[src/rtl/pfte_fifo.sv]
// ----------------------------------------------------------------------------
// Small register FIFO
// Carries jobs from the front end to the back end and results to the output.
// ----------------------------------------------------------------------------
module pfte_fifo #(
    parameter int WIDTH = 8,
    parameter int DEPTH = 2
) (
    input  logic             i_clk,
    input  logic             i_rst_n,
    input  logic             i_push,
    input  logic [WIDTH-1:0] i_data,
    output logic             o_full,
    input  logic             i_pop,
    output logic [WIDTH-1:0] o_data,
    output logic             o_empty
);

    localparam int PW = $clog2(DEPTH);
    localparam int CW = $clog2(DEPTH + 1);
    localparam logic [PW-1:0] LAST_PTR = PW'(DEPTH - 1);
    localparam logic [CW-1:0] FULL_CNT = CW'(DEPTH);

    logic [WIDTH-1:0] r_mem [DEPTH];
    logic [PW-1:0]    r_wr_ptr, n_wr_ptr;
    logic [PW-1:0]    r_rd_ptr, n_rd_ptr;
    logic [CW-1:0]    r_count, n_count;
    logic             do_push;
    logic             do_pop;

    assign o_full  = (r_count == FULL_CNT);
    assign o_empty = (r_count == '0);
    assign do_push = i_push && !o_full;
    assign do_pop  = i_pop && !o_empty;
    assign o_data  = r_mem[r_rd_ptr];

    always_comb begin
        n_wr_ptr = r_wr_ptr;
        n_rd_ptr = r_rd_ptr;
        n_count  = r_count;
        if (do_push) begin
            n_wr_ptr = (r_wr_ptr == LAST_PTR) ? '0 : r_wr_ptr + 1'b1;
        end
        if (do_pop) begin
            n_rd_ptr = (r_rd_ptr == LAST_PTR) ? '0 : r_rd_ptr + 1'b1;
        end
        if (do_push && !do_pop) begin
            n_count = r_count + 1'b1;
        end else if (do_pop && !do_push) begin
            n_count = r_count - 1'b1;
        end
    end

    always_ff @(posedge i_clk) begin
        if (!i_rst_n) begin
            r_wr_ptr <= '0;
            r_rd_ptr <= '0;
            r_count  <= '0;
        end else begin
            r_wr_ptr <= n_wr_ptr;
            r_rd_ptr <= n_rd_ptr;
            r_count  <= n_count;
        end
    end

    always_ff @(posedge i_clk) begin
        if (do_push) begin
            r_mem[r_wr_ptr] <= i_data;
        end
    end

endmodule

[config.mk]
export PLATFORM = sky130hd
export DESIGN_NAME = pfte_fifo
export DESIGN_NICKNAME = d
export VERILOG_FILES = /design/src/rtl/pfte_fifo.sv
export SDC_FILE = /design/constraint.sdc
export NUM_CORES = 1
export LEC_CHECK = 0
export BUFFER_PORTS_ARGS = -buffer_cell sky130_fd_sc_hd__buf_2
export CAP_MARGIN = 20
export CORE_AREA = 2 2 46 48
export CTS_CLUSTER_DIAMETER = 200
export CTS_CLUSTER_SIZE = 24
export DETAILED_ROUTE_END_ITERATION = 6
export DIE_AREA = 0 0 48 50
export GPL_TIMING_DRIVEN = 0
export PLACE_DENSITY_LB_ADDON = 0.25
export RECOVER_POWER = 100
export SETUP_SLACK_MARGIN = 0.5
export SLEW_MARGIN = 20
export SYNTH_ARGS = -nofsm -noshare
export SYNTH_HDL_FRONTEND = slang
export SYNTH_SLANG_ARGS = --single-unit
[constraint.sdc]
create_clock -name i_clk -period 1.6 [get_ports i_clk]
set_clock_uncertainty 0.1 [all_clocks]
set_input_delay 0.16 -clock i_clk [delete_from_list [all_inputs] [get_ports i_clk]]
set_output_delay 0.16 -clock i_clk [all_outputs]
set_load 0.01 [all_outputs]
==> metrics.yaml <==
final_layout:
  multiInputGateArea_um2: 292.8
  final_common_cell: "edfxtp_1"
  nets: 108
  n_antenna_cell: 0
  fin_cells: 121
  fin_area_um2: 1330
  final_cell_mix: "edfxtp_1, buf_6, mux2_4, dlygate4sd3_1, buf_2"
  ff_latch_area_um2: 586.8
  drive_above_1_share_pct: 56.38
  syn2layout_area_growth_pct: 64.30
  post-route-util_pct: 69.93
  fillCellCount: 141
grt:
  grt_pass1_wl_mm: 2.097
  grt_start_max_net_pins: 13
  grt_pass1_vias: 512
  antenna_found_initial: 0
  grt.overflow.total: 0
  track_usage_pct: 13.01
placed_design:
  gp_congestion: 0.6359
  place_hpwl_um: 835
  place_inst: 98
  port_buffers: 21
  placed_area_um2: 975.9
floorplan:
  fp-row-count: 16
  initial_core_util_pct: 42.57
  core_area_um2: 1902
  ios: 22
  die_y_um: 50
  dieArea_um2: 2400
  die_w_um: 48
power_and_ir_drop:
  p_leak_nw: 0.5432
  clockPowerShare_pct: 12.1
  seqPwrFrac_pct: 38.5
  internal_power_mw: 1.430
  ir_drop_uv: 1057
  total_power_mw: 1.998
  p_per_area_nw_per_um2: 1502
  switching_power_mw: 0.5672
  pwr-share-comb_pct: 49.4
  p_sw_share_pct: 28.39
routing:
  via_count: 543
  wirelength_mm: 1.454
  post_drt_wl_per_cell_um: 12.02
  drt_first_pass_iters: 2
  antenna_left: 0
  drt_iter0_markers: 5
  vias_per_cell: 4.488
  drc: 0
sta:
  whs_ns: 0.03759
  worst_slew_pin_slew_ns: 0.2231
  slew_violations: 0
  setup_viol: 0
  min_period_over_period_pct: 94.36
  relSlewSlack_pct: 85.12
  fmax_mhz: 662.4
  hold_violations: 0
  rsz0062_at_grt: "true"
  final.min_clock_period_ns: 1.510
worst_setup_path:
  arrival_ns: 1.64
  cp-end-kind: "flop"
  start_kind: "flop"
  critical_path_class: "flop to flop"
  crit_fanout: 4
  worstPathRequired_ns: 1.73
logic_synthesis:
  synth_area_leaders: "edfxtp_1, dfxtp_1, mux2_2, and2_1, xnor2_1"
  yosysTopAreaCellShare_pct: 59.35
  avgSynthCellArea_um2: 16.19
  synth.yosys.seq_area_share_pct: 71.72
  ys_ff_latch: 21
  yosysWarnings: 0
  synthDistinctLibCells: 20
  postSynthCellCount: 50
  syn-num-nets: 63
  syn_area_um2: 809.5
  synth_top_area_cell: "edfxtp_1"
cts:
  numClockSinks: 21
  clk_latency_ns: 0.29
  ctsHtreeMaxLevel: 1
  cts-root-buf: "clkbuf_4"
  cts_max_path_buffers: 2
  cts_buffers: 3
  cts_tree: "built"
  clk_pin_slew_ns: 0.11
run:
  maxCapViolCount: 0
min_path:
  hp-class: "input port to flop"
status:
  outcome: "finished, final reports clean"
[cell families after synthesis]
kind of cell,share of synthesized area [%]
xor+xnor,3.246
fa+ha+maj,1.545
buf+inv,1.544
mux,11.13
simple gates,6.803
flops,71.72
compound gates,4.018
[worst paths after layout]
kind	from	endpoint	slack, ns	cells after the start
worst max-delay path	r_count[0]	r_count[1]	0.09	7
worst min-delay path	i_rst_n	r_wr_ptr	0.04	2
worst max register to register	r_count[0]	r_count[1]	0.09	7
worst min register to register	r_count[1]	r_count[1]	0.43	2
[Yosys cell counts]
cell,number
dfxtp_1,5
xor2_1,1
o21ai_1,1
nor3_2,1
edfxtp_1,16
or3_1,1
xnor2_1,2
a21boi_1,1
ha_1,1
inv_1,1
nor2_1,2
nand2b_1,1
and2_1,3
o21ai_0,1
o21a_1,1
mux2_2,8
inv_2,1
and3_1,1
buf_2,1
a21boi_0,1
[layout make-up]
type,instances,area share [%]
Sequential cell,21,44.12
Timing Repair Buffer,40,27.38
Multi-Input combinational cell,26,22.01
Tap cell,27,2.540
Clock buffer,3,1.693
Buffer,1,1.129
Inverter,2,0.7526
Clock inverter,1,0.3763
[flip-flops by register name (all words and copies together) (netlist names), named ones only]
| register | count |
|---|---|
| r_mem | 16 |
| r_wr_ptr | 1 |
| r_count | 2 |
| r_rd_ptr | 1 |
[power groups by stage]
stage	clock network [mW]	logic (mW)	registers [mW]
floorplan	0	0.385	0.753
global placement	0	0.523	0.760
detailed placement	0	0.531	0.764
CTS	0.259	0.890	0.771
global route	0.271	1.07	0.784
finish	0.241	0.988	0.768
[worst max-delay path: stages (launching register included)]
cell,delay [ns]
dfxtp_4,0.37
nand2b_4,0.15
inv_4,0.08
nor2_4,0.05
ha_4,0.15
xor2_1,0.14
or3_1,0.30
a21boi_1,0.11
[per-layer routing]
| layer | routed length, µm | track usage [%] | up-vias |
|---|---|---|---|
| li1 | - | - | 272 |
| met1 | 630 | 16.71 | 257 |
| met2 | 755 | 19.56 | 12 |
| met3 | 50 | 3.297 | 2 |
| met4 | 18 | 6.757 | 0 |
| met5 | 0 | 0 | - |
[stage by stage]
step / setup TNS (ns) / worst slack [ns]
4_1_cts: 0 / 0.06427
3_5_place_dp: -0.2762 / -0.03480
5_1_grt: -0.01699 / -0.01699
6_report: 0 / 0.09023
3_3_place_gp: 0 / 0.004915
2_1_floorplan: 0 / 0.1221
[what timing repair did]
action                                 in CTS  in global routing
hold buffers                                8                  0
endpoints found under the hold margin      16                  0
setup endpoints to repair                  31                 31
setup buffers                               4                  6
pin swaps                                   7                  2
gates cloned                                1                  0
resized for setup                          27                  4
Note: power is estimated with default switching activity, not from simulation.
