<file path="src/rtl/pfte_pkg.sv">
// ----------------------------------------------------------------------------
// Page framebuffer text and pixel engine package
// Command and result types, the internal job format and the 5x8 font.
// ----------------------------------------------------------------------------
package pfte_pkg;

    localparam int ADDR_MAX_W  = 12;
    localparam int GLYPH_IDX_W = 7;

    localparam logic [7:0] FIRST_CODE = 8'd32;
    localparam logic [7:0] LAST_CODE  = 8'd122;
    localparam logic [2:0] GLYPH_COLS = 3'd5;

    typedef enum logic [1:0] {
        CMD_CLEAR = 2'd0,
        CMD_PIXEL = 2'd1,
        CMD_CHAR  = 2'd2,
        CMD_READ  = 2'd3
    } t_command;

    typedef struct packed {
        t_command   command;
        logic [7:0] column;
        logic [7:0] row;
        logic [7:0] page;
        logic [7:0] character;
    } t_cmd;

    typedef struct packed {
        logic [7:0] read_data;
        logic       address_ok;
    } t_result;

    typedef struct packed {
        t_command               op;
        logic [ADDR_MAX_W-1:0]  addr;
        logic [7:0]             mask;
        logic [GLYPH_IDX_W-1:0] glyph;
        logic [2:0]             ncols;
        logic                   addr_ok;
    } t_job;

    typedef enum logic [2:0] {
        BK_CLEAR,
        BK_IDLE,
        BK_PIX_WR,
        BK_RD_DONE,
        BK_CHAR
    } t_back_state;

    // Glyph columns packed with the leftmost column in the top byte.
    function automatic logic [39:0] font_row(input logic [GLYPH_IDX_W-1:0] idx);
        logic [39:0] row;
        case (idx)
            7'd0:    row = 40'h0000000000;
            7'd1:    row = 40'h00005F0000;
            7'd2:    row = 40'h0007000700;
            7'd3:    row = 40'h147F147F14;
            7'd4:    row = 40'h242A7F2A12;
            7'd5:    row = 40'h2313086462;
            7'd6:    row = 40'h3649562050;
            7'd7:    row = 40'h0008070300;
            7'd8:    row = 40'h001C224100;
            7'd9:    row = 40'h0041221C00;
            7'd10:   row = 40'h2A1C7F1C2A;
            7'd11:   row = 40'h08083E0808;
            7'd12:   row = 40'h0080703000;
            7'd13:   row = 40'h0808080808;
            7'd14:   row = 40'h0000606000;
            7'd15:   row = 40'h2010080402;
            7'd16:   row = 40'h3E5149453E;
            7'd17:   row = 40'h00427F4000;
            7'd18:   row = 40'h7249494946;
            7'd19:   row = 40'h2141494D33;
            7'd20:   row = 40'h1814127F10;
            7'd21:   row = 40'h2745454539;
            7'd22:   row = 40'h3C4A494931;
            7'd23:   row = 40'h4121110907;
            7'd24:   row = 40'h3649494936;
            7'd25:   row = 40'h464949291E;
            7'd26:   row = 40'h0000140000;
            7'd27:   row = 40'h0040340000;
            7'd28:   row = 40'h0008142241;
            7'd29:   row = 40'h1414141414;
            7'd30:   row = 40'h0041221408;
            7'd31:   row = 40'h0201590906;
            7'd32:   row = 40'h3E415D594E;
            7'd33:   row = 40'h7C1211127C;
            7'd34:   row = 40'h7F49494936;
            7'd35:   row = 40'h3E41414122;
            7'd36:   row = 40'h7F4141413E;
            7'd37:   row = 40'h7F49494941;
            7'd38:   row = 40'h7F09090901;
            7'd39:   row = 40'h3E4149497A;
            7'd40:   row = 40'h7F0808087F;
            7'd41:   row = 40'h00417F4100;
            7'd42:   row = 40'h2040413F01;
            7'd43:   row = 40'h7F08142241;
            7'd44:   row = 40'h7F40404040;
            7'd45:   row = 40'h7F021C027F;
            7'd46:   row = 40'h7F0408107F;
            7'd47:   row = 40'h3E4141413E;
            7'd48:   row = 40'h7F09090906;
            7'd49:   row = 40'h3E4151215E;
            7'd50:   row = 40'h7F09192946;
            7'd51:   row = 40'h2649494932;
            7'd52:   row = 40'h03017F0103;
            7'd53:   row = 40'h3F4040403F;
            7'd54:   row = 40'h1F2040201F;
            7'd55:   row = 40'h3F4038403F;
            7'd56:   row = 40'h6314081463;
            7'd57:   row = 40'h0304780403;
            7'd58:   row = 40'h6159494D43;
            7'd65:   row = 40'h2054545478;
            7'd66:   row = 40'h7F48444438;
            7'd67:   row = 40'h3844444420;
            7'd68:   row = 40'h384444487F;
            7'd69:   row = 40'h3854545418;
            7'd70:   row = 40'h087E090102;
            7'd71:   row = 40'h18A4A4A47C;
            7'd72:   row = 40'h7F08040478;
            7'd73:   row = 40'h00447D4000;
            7'd74:   row = 40'h408080807D;
            7'd75:   row = 40'h7F10284400;
            7'd76:   row = 40'h00417F4000;
            7'd77:   row = 40'h7C04180478;
            7'd78:   row = 40'h7C08040478;
            7'd79:   row = 40'h3844444438;
            7'd80:   row = 40'hFC24242418;
            7'd81:   row = 40'h18242418FC;
            7'd82:   row = 40'h7C08040408;
            7'd83:   row = 40'h4854545420;
            7'd84:   row = 40'h043F444020;
            7'd85:   row = 40'h3C4040207C;
            7'd86:   row = 40'h1C2040201C;
            7'd87:   row = 40'h3C4030403C;
            7'd88:   row = 40'h4428102844;
            7'd89:   row = 40'h1CA0A0A07C;
            7'd90:   row = 40'h4464544C44;
            default: row = 40'h0000000000;
        endcase
        return row;
    endfunction

endpackage

</file>
<file path="src/rtl/pfte_front.sv">
// ----------------------------------------------------------------------------
// Framebuffer engine front end
// Classifies a command: bounds checks, store address, clipping and glyph index.
// ----------------------------------------------------------------------------
module pfte_front #(
    parameter int SCREEN_WIDTH  = 128,
    parameter int SCREEN_HEIGHT = 32
) (
    input  pfte_pkg::t_cmd i_cmd,
    output pfte_pkg::t_job o_job,
    output logic           o_keep
);

    localparam int PAGES = SCREEN_HEIGHT / 8;
    localparam int AXW   = pfte_pkg::ADDR_MAX_W + 1;
    localparam logic [8:0] WIDTH_9 = 9'(SCREEN_WIDTH);
    localparam logic [8:0] PAGES_9 = 9'(PAGES);

    logic           col_ok;
    logic           pix_pg_ok;
    logic           chr_pg_ok;
    logic [3:0]     sel_pg;
    logic [AXW-1:0] base;
    logic [8:0]     remain;
    logic [2:0]     ncols;

    always_comb begin
        col_ok    = {1'b0, i_cmd.column} < WIDTH_9;
        pix_pg_ok = {4'b0, i_cmd.row[7:3]} < PAGES_9;
        chr_pg_ok = {1'b0, i_cmd.page} < PAGES_9;
        sel_pg    = (i_cmd.command == pfte_pkg::CMD_PIXEL) ? i_cmd.row[6:3] : i_cmd.page[3:0];
        base      = AXW'(sel_pg) * AXW'(SCREEN_WIDTH) + AXW'(i_cmd.column);
        remain    = WIDTH_9 - {1'b0, i_cmd.column};
        if (!col_ok) begin
            ncols = 3'd0;
        end else if (remain >= 9'(pfte_pkg::GLYPH_COLS)) begin
            ncols = pfte_pkg::GLYPH_COLS;
        end else begin
            ncols = remain[2:0];
        end

        o_job.op      = i_cmd.command;
        o_job.addr    = base[pfte_pkg::ADDR_MAX_W-1:0];
        o_job.mask    = 8'd1 << i_cmd.row[2:0];
        o_job.ncols   = ncols;
        o_job.addr_ok = col_ok && chr_pg_ok;
        if (i_cmd.character inside {[pfte_pkg::FIRST_CODE:pfte_pkg::LAST_CODE]}) begin
            o_job.glyph = pfte_pkg::GLYPH_IDX_W'(i_cmd.character - pfte_pkg::FIRST_CODE);
        end else begin
            o_job.glyph = '0;
        end

        case (i_cmd.command)
            pfte_pkg::CMD_CLEAR: o_keep = 1'b1;
            pfte_pkg::CMD_PIXEL: o_keep = col_ok && pix_pg_ok;
            pfte_pkg::CMD_CHAR:  o_keep = chr_pg_ok && (ncols != 3'd0);
            pfte_pkg::CMD_READ:  o_keep = 1'b1;
            default:             o_keep = 1'b0;
        endcase
    end

endmodule

</file>
<file path="config.mk">
export PLATFORM = sky130hd
export DESIGN_NAME = pfte_front
export DESIGN_NICKNAME = d
export VERILOG_FILES = /design/src/rtl/pfte_pkg.sv /design/src/rtl/pfte_front.sv
export SDC_FILE = /design/constraint.sdc
export NUM_CORES = 1
export LEC_CHECK = 0
export BUFFER_PORTS_ARGS = -buffer_cell sky130_fd_sc_hd__buf_2
export CAP_MARGIN = 20
export CORE_MARGIN = 1.5
export CORE_UTILIZATION = 33
export DETAILED_ROUTE_END_ITERATION = 6
export PLACE_DENSITY = 0.83
export SETUP_SLACK_MARGIN = 0.3
export SYNTH_ARGS = -nofsm -noshare
export SYNTH_HDL_FRONTEND = slang
export SYNTH_SLANG_ARGS = --single-unit
export TNS_END_PERCENT = 30
</file>
<file path="constraint.sdc">
create_clock -name vclk -period 3.1
set_input_delay 0.775 -clock vclk [all_inputs]
set_output_delay 0.775 -clock vclk [all_outputs]
set_load 0.05 [all_outputs]
</file>
==> flow_summary.toml <==
[grt]
gr-usage-met1_pct = 24.3
use_met2_pct = 53.0
grt_usage_pct = 24.3
grt_busiest_layer = "met2"
grt_pass1_wl_microns = 3840
grt_pass1_vias = 928
gr-total-overflow = 0
antenna_found_initial = 0
grt_max_degree = 10
grt.met3_usage_pct = 1.98

[layout]
nets = 205
antenna_cells = 0
area_delta_synth_final_pct = 134
seq_area_sq_um = 0
final_cell_mix = "50 x buf_2, 17 x buf_4, 12 x buf_6"
fin_cells = 187
layout_commonest_cell = "buf_2"
finalInstanceArea_sq_um = 1420
clkbuf_count = 0
layout-drive-gt1-share_pct = 74.1
seq_cells = 0

[timing]
worst_pin_slew_ns = 0.720
whs_ns = 1.87
final_min_period_over_clock_period_pct = 106
relSlewSlack_pct = 51.7
final_hold_viol_count = 0
post-route-min-period_ns = 3.28
setup_slack_ns = -0.176
setup_viol = 4
max_freq_mhz = 305
slew_violations = 0
rsz0062_at_grt = "true"

[run]
timing.max_cap.violations = 0

[pwr]
power_leakage_nw = 0.664
ir_worst_vdd_v = 0.000136
power.switching_mw = 0.180
p_total_mw = 0.294
p_int_mw = 0.114
power_frac_seq_pct = 0
pwr-share-clk_pct = 0
power_density_nw_per_um2 = 208
p_comb_share_pct = 100.0
p_sw_share_pct = 61.2

[worst_setup_path]
crit_chain = "buf_6 > or4_4 > o32a_1 > or4_4 > a41o_4 > buf_6"
critical-path-top-delay-family = "simple AND/OR/NAND/NOR gates"
crit_end = "o_keep"
crit_start = "i_cmd[29]"
cp_num_buf_inv = 2
slowest_stage = "or4_4"
cp_slowest_stage_delay_ns = 0.52
crit_fanout = 2
crit_path_end_kind = "output port"
required_ns = 2.32
crit_cells = 6
worstSetupPathType = "in -> out"
start_kind = "input pin"
arrival_ns = 2.50

[placed_design]
dp_hpwl_microns = 1720
numPortBuffers = 68
dpl_cell_area_sq_um = 1190
dp.cells = 185
gp_congestion = 0.774

[synth]
syn_inst = 87
syn_area_sq_um = 606
synth.avg_cell_area_sq_um = 6.96
synth.distinct_cells = 31
yosys_warnings = 0
syn_nets = 128
yosysSeqAreaShare_pct = 0

[detailed_routing]
vias = 963
drt_first_iter_violations = 8
viasPerCell = 5.15
drcViolationCount = 0
wire_per_inst_microns = 14.5
antenna_left = 0
finalWirelength_microns = 2710
first_pass_iters = 4

[floorplan]
die-area_sq_um = 2100
die_h_microns = 45.8
io_pins = 68
core_area_sq_um = 1730
rows = 15
die_w_microns = 45.8
initial_core_util_pct = 35.1

[outcome]
violations = "setup timing"
status = "finished with violations"

[hold_path]
hp-class = "in -> out"
[repair_timing]
action | 4_1_cts | 5_1_grt
setup endpoints to repair | 16 | 15
gates resized for setup | 50 | 4
pin swaps | 17 | 12
hold buffers | 0 | 0
buffers inserted | 2 | 0
[synthesized netlist by cell type, drive strengths merged]
library cell / number / area [sq um]
a31oi: 1 / 6.26
mux2: 3 / 33.8
nand2b: 6 / 37.5
or4: 3 / 26.3
nand4: 1 / 6.26
a211oi: 1 / 7.51
buf: 9 / 67.6
nor3b: 4 / 30.0
nor4b: 1 / 8.76
a21oi: 8 / 40.0
nor2: 6 / 22.5
nand2: 2 / 7.51
a31o: 1 / 8.76
inv: 7 / 26.3
clkbuf: 1 / 3.75
nor4: 2 / 12.5
nor2b: 3 / 18.8
a32oi: 1 / 8.76
o21ai: 2 / 10.0
nand3: 1 / 5.00
nor3: 3 / 15.0
o32a: 1 / 10.0
and3: 3 / 18.8
xor2: 3 / 26.3
or4b: 1 / 10.0
o21bai: 1 / 7.51
and3b: 2 / 17.5
a21boi: 2 / 15.0
ha: 7 / 87.6
a41o: 1 / 10.0
[metal layers]
layer | wire length (microns) | part of all wire, % | up-vias
li1 | - | - | 459
met1 | 936 | 35 | 465
met2 | 1640 | 60 | 37
met3 | 128 | 4.7 | 2
met4 | 10 | 0.37 | 0
met5 | 0 | 0 | -
[power by group through the flow]
stage | clock [mW] | combinational (mW) | sequential (mW)
final | 0 | 0.294 | 0
after floorplan | 0 | 0.183 | 0
after global placement | 0 | 0.244 | 0
after CTS | 0 | 0.283 | 0
after detailed placement | 0 | 0.248 | 0
after global routing | 0 | 0.309 | 0
[worst min path at each step]
stage | startpoint | to | slack (ns) | depth (start not counted)
2_1_floorplan | i_cmd[7] | o_job[9] | 1.61 | 1
3_3_place_gp | i_cmd[28] | o_job[23] | 1.86 | 2
3_5_place_dp | i_cmd[28] | o_job[23] | 1.86 | 2
4_1_cts | i_cmd[28] | o_job[23] | 1.87 | 2
5_1_grt | i_cmd[33] | o_job[32] | 1.87 | 2
6_report | i_cmd[28] | o_job[23] | 1.87 | 2
[kinds of logic (layout without fill, tap and decap cells)]
| group | Yosys count | count (layout) | synth area share [%] |
|---|---|---|---|
| AND/OR/NAND/NOR | 38 | 38 | 39.1 |
| buffers and inverters | 17 | 92 | 16.1 |
| AO/OA/AOI/OAI | 19 | 19 | 20.5 |
| adder cells (fa/ha/maj) | 7 | 7 | 14.5 |
| multiplexers | 3 | 3 | 5.58 |
| XOR/XNOR | 3 | 3 | 4.34 |
[layout make-up]
type	count	area, sq um
Tap cell	25	31.3
Timing Repair Buffer	85	608
Fill cell	118	312
Inverter	7	42.5
Multi-Input combinational cell	70	733
[stage by stage]
stage               util [%]  TNS [ns]  setup slack, ns
floorplan                  -   -0.0646          -0.0437
global placement        69.2    -0.550           -0.237
detailed placement      69.2    -0.574           -0.265
CTS                     80.7    -0.261           -0.165
global route            82.0    -0.525           -0.204
finish                  82.0    -0.325           -0.176
No activity file was read; power rests on OpenSTA's default activity.
